$ cat src/hdl/dhoat_pkg.sv
// ----------------------------------------------------------------------------
// dhoat_pkg
// Shared types and constants for the double hashing open address table.
// ----------------------------------------------------------------------------
package dhoat_pkg;

  localparam int SLOT_DEPTH = 1024;
  localparam int SLOT_W     = $clog2(SLOT_DEPTH);
  localparam int SIZE_W     = 11;
  localparam int KEY_W      = 31;
  localparam int PAY_W      = 32;
  localparam int FOLD_SHIFT = 10;
  localparam int SIZE_RESET = 1021;
  localparam int DIV_STEPS  = KEY_W;
  localparam int DIV_CNT_W  = $clog2(DIV_STEPS);
  localparam int SLOT_BITS  = 1 + KEY_W + PAY_W;

  typedef enum logic [1:0] {
    KIND_OPEN_INS   = 2'd0,
    KIND_OPEN_LOOK  = 2'd1,
    KIND_DIRECT_INS = 2'd2,
    KIND_DIRECT_LOOK = 2'd3
  } kind_t;

  typedef enum logic [1:0] {
    RES_FAIL = 2'd0,
    RES_INS  = 2'd1,
    RES_HIT  = 2'd2
  } outcome_t;

  typedef enum logic [2:0] {
    ST_CLEAR,
    ST_IDLE,
    ST_DIV,
    ST_SEED,
    ST_READ,
    ST_CHECK,
    ST_FINISH
  } state_t;

  typedef struct packed {
    logic [1:0]       kind;
    logic [KEY_W-1:0] key;
    logic [PAY_W-1:0] record_payload;
  } item_t;

  typedef struct packed {
    logic              success;
    logic [KEY_W-1:0]  found_key;
    logic [PAY_W-1:0]  found_payload;
    logic [SLOT_W-1:0] slot_index;
  } result_t;

  typedef struct packed {
    logic             valid;
    logic [KEY_W-1:0] key;
    logic [PAY_W-1:0] payload;
  } slot_t;

  typedef struct packed {
    logic     clr;
    logic     load;
    logic     div_step;
    logic     seed;
    logic     adv;
    logic     wr;
    logic     inc;
    logic     pend;
    outcome_t res;
    logic     out_load;
  } cmd_t;

  typedef struct packed {
    logic  clr_last;
    logic  div_done;
    logic  full;
    logic  slot_valid;
    logic  key_match;
    logic  probe_last;
    kind_t kind;
    logic  out_free;
  } status_t;

endpackage

$ cat src/hdl/dhoat_ctrl.sv
// ----------------------------------------------------------------------------
// dhoat_ctrl
// Sequencer: clearing pass, remainder run, probe loop, result handoff.
// ----------------------------------------------------------------------------
module dhoat_ctrl import dhoat_pkg::*; (
  input  logic    clk,
  input  logic    rst,
  input  logic    item_valid,
  output logic    item_stall,
  input  status_t st,
  output cmd_t    cmd
);

  state_t state, state_next;

  always_ff @(posedge clk) begin
    if (rst) begin
      state <= ST_CLEAR;
    end else begin
      state <= state_next;
    end
  end

  always_comb begin
    state_next = state;
    cmd        = '0;
    cmd.res    = RES_FAIL;
    item_stall = 1'b1;
    unique case (state)
      ST_CLEAR: begin
        cmd.clr = 1'b1;
        if (st.clr_last) begin
          state_next = ST_IDLE;
        end
      end
      ST_IDLE: begin
        item_stall = 1'b0;
        if (item_valid) begin
          cmd.load   = 1'b1;
          state_next = ST_DIV;
        end
      end
      ST_DIV: begin
        cmd.div_step = 1'b1;
        if (st.div_done) begin
          state_next = ST_SEED;
        end
      end
      ST_SEED: begin
        cmd.seed   = 1'b1;
        state_next = ST_READ;
      end
      ST_READ: begin
        state_next = ST_CHECK;
      end
      ST_CHECK: begin
        state_next = ST_FINISH;
        cmd.pend   = 1'b1;
        unique case (st.kind)
          KIND_OPEN_INS: begin
            if (st.full) begin
              cmd.res = RES_FAIL;
            end else if (!st.slot_valid) begin
              cmd.res = RES_INS;
              cmd.wr  = 1'b1;
              cmd.inc = 1'b1;
            end else if (!st.probe_last) begin
              cmd.pend   = 1'b0;
              cmd.adv    = 1'b1;
              state_next = ST_READ;
            end
          end
          KIND_OPEN_LOOK: begin
            if (!st.slot_valid) begin
              cmd.res = RES_FAIL;
            end else if (st.key_match) begin
              cmd.res = RES_HIT;
            end else if (!st.probe_last) begin
              cmd.pend   = 1'b0;
              cmd.adv    = 1'b1;
              state_next = ST_READ;
            end
          end
          KIND_DIRECT_INS: begin
            if (!st.full) begin
              cmd.res = RES_INS;
              cmd.wr  = 1'b1;
              cmd.inc = !st.slot_valid;
            end
          end
          KIND_DIRECT_LOOK: begin
            if (st.slot_valid) begin
              cmd.res = RES_HIT;
            end
          end
          default: begin
            cmd.res = RES_FAIL;
          end
        endcase
      end
      ST_FINISH: begin
        if (st.out_free) begin
          cmd.out_load = 1'b1;
          state_next   = ST_IDLE;
        end
      end
      default: begin
        state_next = ST_IDLE;
      end
    endcase
  end

endmodule

$ cat config.mk
export PLATFORM = sky130hd
export DESIGN_NAME = dhoat_ctrl
export DESIGN_NICKNAME = d
export VERILOG_FILES = /design/src/hdl/dhoat_pkg.sv /design/src/hdl/dhoat_ctrl.sv
export SDC_FILE = /design/constraint.sdc
export NUM_CORES = 1
export LEC_CHECK = 0
export BUFFER_PORTS_ARGS = -buffer_cell sky130_fd_sc_hd__buf_2
export CAP_MARGIN = 30
export CELL_PAD_IN_SITES_DETAIL_PLACEMENT = 0
export CELL_PAD_IN_SITES_GLOBAL_PLACEMENT = 1
export CORE_UTILIZATION = 23
export DETAILED_ROUTE_END_ITERATION = 7
export MAX_ROUTING_LAYER = met4
export PLACE_DENSITY_LB_ADDON = 0.1
export SLEW_MARGIN = 20
export SYNTH_ARGS = -nofsm -noshare
export SYNTH_HDL_FRONTEND = slang
export SYNTH_SLANG_ARGS = --single-unit
$ cat constraint.sdc
create_clock -name clk -period 1.5 [get_ports clk]
set_clock_uncertainty 0.05 [all_clocks]
set_input_delay 0.075 -clock clk [delete_from_list [all_inputs] [get_ports clk]]
set_output_delay 0.075 -clock clk [all_outputs]
set_load 0.02 [all_outputs]
==> results.cfg <==
[outcome]
status = completed

[min_path]
hold_depth = 3
holdCritPathClass = input pin to flip-flop
worstHoldStart = st[3]
whs_endpoint = state[1]$_SDFFE_PP0P_

[global_routing]
grt_pass1_vias = 313
grt_max_degree = 12
antenna_found_initial = 0
overflow = 0
grt_pass1_wl_um = 1210
grt_use_total = 0.122

[worst_setup_path]
rr_worst_depth = 4
cp-start-kind = flip-flop
endpoint_kind = primary output
arrival_ps = 1330
crit_type = flip-flop to primary output
worstPathRequired_ps = 1370
slowest_stage = dfxtp_1
worstPathCellList = nand3b_4, or3_4, a21oi_2, buf_4
r2r_end = state[1]$_SDFFE_PP0P_
path_max_fanout = 5
reg2reg_from = state[2]$_SDFFE_PP0P_
ff2ff_setup_slack_ps = 280
critical_path.max_stage_delay_ps = 360

[final_layout]
final_common_cell = buf_2
largest_reg_flops = 3
most-common-layout-cells = buf_2, buf_4, nor2_1
syn2layout_area_growth_pct = 65.0
reg_top3 = state (3)
ff_latch_area_um2 = 61.3
top_register = state
layout-drive-gt1-share = 0.552
final_util = 0.428
fill_cells = 120
multi_input_area_um2 = 230
final_cells = 81
antennaDiodeCount = 0
stdcell_area_um2 = 502
layout.nets = 80

[route]
wl_per_cell_um = 9.42
ant_nets = 0
vias = 386
drtIter0Drc = 2
drcViolationCount = 0
viasPerCell = 4.77
drt_wl_total_um = 763
dr.pass1.iters = 3

[run]
cap_violations = 0

[synth]
synth_nets = 50
yosys.area.top_type = dfxtp_1
syn_inst = 38
yosys_warnings = 0
ys_seq_area_frac = 0.198
synth.distinct_cells = 23
avgSynthCellArea_um2 = 8.00
yosysTopAreaCellShare = 0.198
yosys_register_bits = 3
synth_area_um2 = 304
synth_area_leaders = dfxtp_1, nor4b_4, a21oi_1

[timing]
setup_viol = 0
holdWs_ps = 74.2
drv_slew = 0
relSlewSlack = 0.789
fin_setup_tns_ps = 0
max_freq_ghz = 0.686
hold_violations = 0
tightestPinTransition_ps = 313
setup_ws_ps = 42.9
period_share = 0.971
period_needed_ps = 1460
grt_setup_unrepaired = true

[place]
dp_cells = 76
portBuffers = 23
globalplace.congestion = 0.729
dp_hpwl_um = 626
placed_area_um2 = 449
preCtsSetupSlack_ps = 253

[power_and_ir_drop]
seq_power_share = 0.262
p_int_mw = 0.242
p_total_mw = 0.356
p_leak_nw = 0.264
switchingPower_mw = 0.114
clkPwrFrac = 0.398
power.density_nw_per_um2 = 710
p_comb_frac = 0.340
switching_share = 0.319
vdd_drop_max_uv = 178

[floorplan]
dieArea_um2 = 1470
die_h_um = 38.4
die_x_um = 38.4
coreArea_um2 = 1170
num_io_pins = 24
num_rows = 12
start_util = 0.260

[clocking]
root_buffer = clkbuf_4
cts_tree = built
clk_latency_ps = 230
htreeDepth = 1
clock_sinks = 3
cts_buffers = 3
cts_buffer_depth = 2
path_clk_slew_ps = 40
## critical path: cells and delay by family, from the launching register on
kind / cells / cell delay (ps)
flops: 1 / 360
buf+inv: 1 / 150
simple gates: 2 / 470
compound gates: 1 / 120
## power by group through the flow
stage,Combinational [mW],Sequential (mW),Clock (mW)
floorplan,0.0686,0.0956,0
global placement,0.121,0.0937,0
detailed placement,0.118,0.0939,0
CTS,0.121,0.0928,0.147
global route,0.133,0.0939,0.151
finish,0.121,0.0933,0.142
## synth_stat cells
library cell and instances:
a21oi_1 4, nor2_1 4, dfxtp_1 3, inv_1 3, nor3_1 3, o21ai_0 3, buf_2 2, a31oi_1 1
and3b_1 1, and4bb_2 1, mux2_4 1, nand2_1 1, nand3b_4 1, nor2b_1 1, nor3b_1 1, nor4b_4 1
o211ai_1 1, o21a_1 1, o22ai_1 1, o311ai_0 1, or2_0 1, or3_1 1, or3_4 1
## layout make-up
| class | instances | share of cell area |
|---|---|---|
| Sequential cell | 3 | 0.122 |
| Multi-Input combinational cell | 30 | 0.459 |
| Inverter | 3 | 0.0224 |
| Tap cell | 14 | 0.0349 |
| Clock buffer | 4 | 0.0524 |
| Timing Repair Buffer | 27 | 0.309 |
## kinds of logic (layout without fill, tap and decap cells)
group	count (synthesis)	count (layout)	share of synthesized area
buf+inv	5	34	0.0700
compound gates	12	12	0.235
flops	3	3	0.198
simple gates	17	17	0.449
mux	1	1	0.0494
## how the worst max path moves through the flow
stage / depth (start not counted) / start / end
after CTS: 4 / state[0]$_SDFFE_PP0P_ / cmd[5]
after global routing: 4 / state[1]$_SDFFE_PP0P_ / cmd[1]
after global placement: 4 / state[1]$_SDFFE_PP0P_ / cmd[5]
after floorplan: 3 / state[1]$_SDFFE_PP0P_ / cmd[1]
final: 4 / state[2]$_SDFFE_PP0P_ / cmd[5]
after detailed placement: 4 / state[0]$_SDFFE_PP0P_ / cmd[5]
## what timing repair did
action	CTS	global route
hold buffers	1	0
gates resized for setup	1	5
pin swaps	0	0
endpoints found under the setup margin	1	3
hold endpoints to repair	2	0
setup buffers	0	0
## per-layer routing
layer | up-vias | GRT usage | routed length, um | part of all wire
met4 | 0 | 0.103 | 0 | 0
li1 | 198 | - | - | -
met1 | 174 | 0.159 | 365 | 0.48
met5 | - | - | 0 | 0
met2 | 14 | 0.174 | 357 | 0.47
met3 | 0 | 0 | 40 | 0.052
Note: power is estimated with default switching activity, not from simulation.
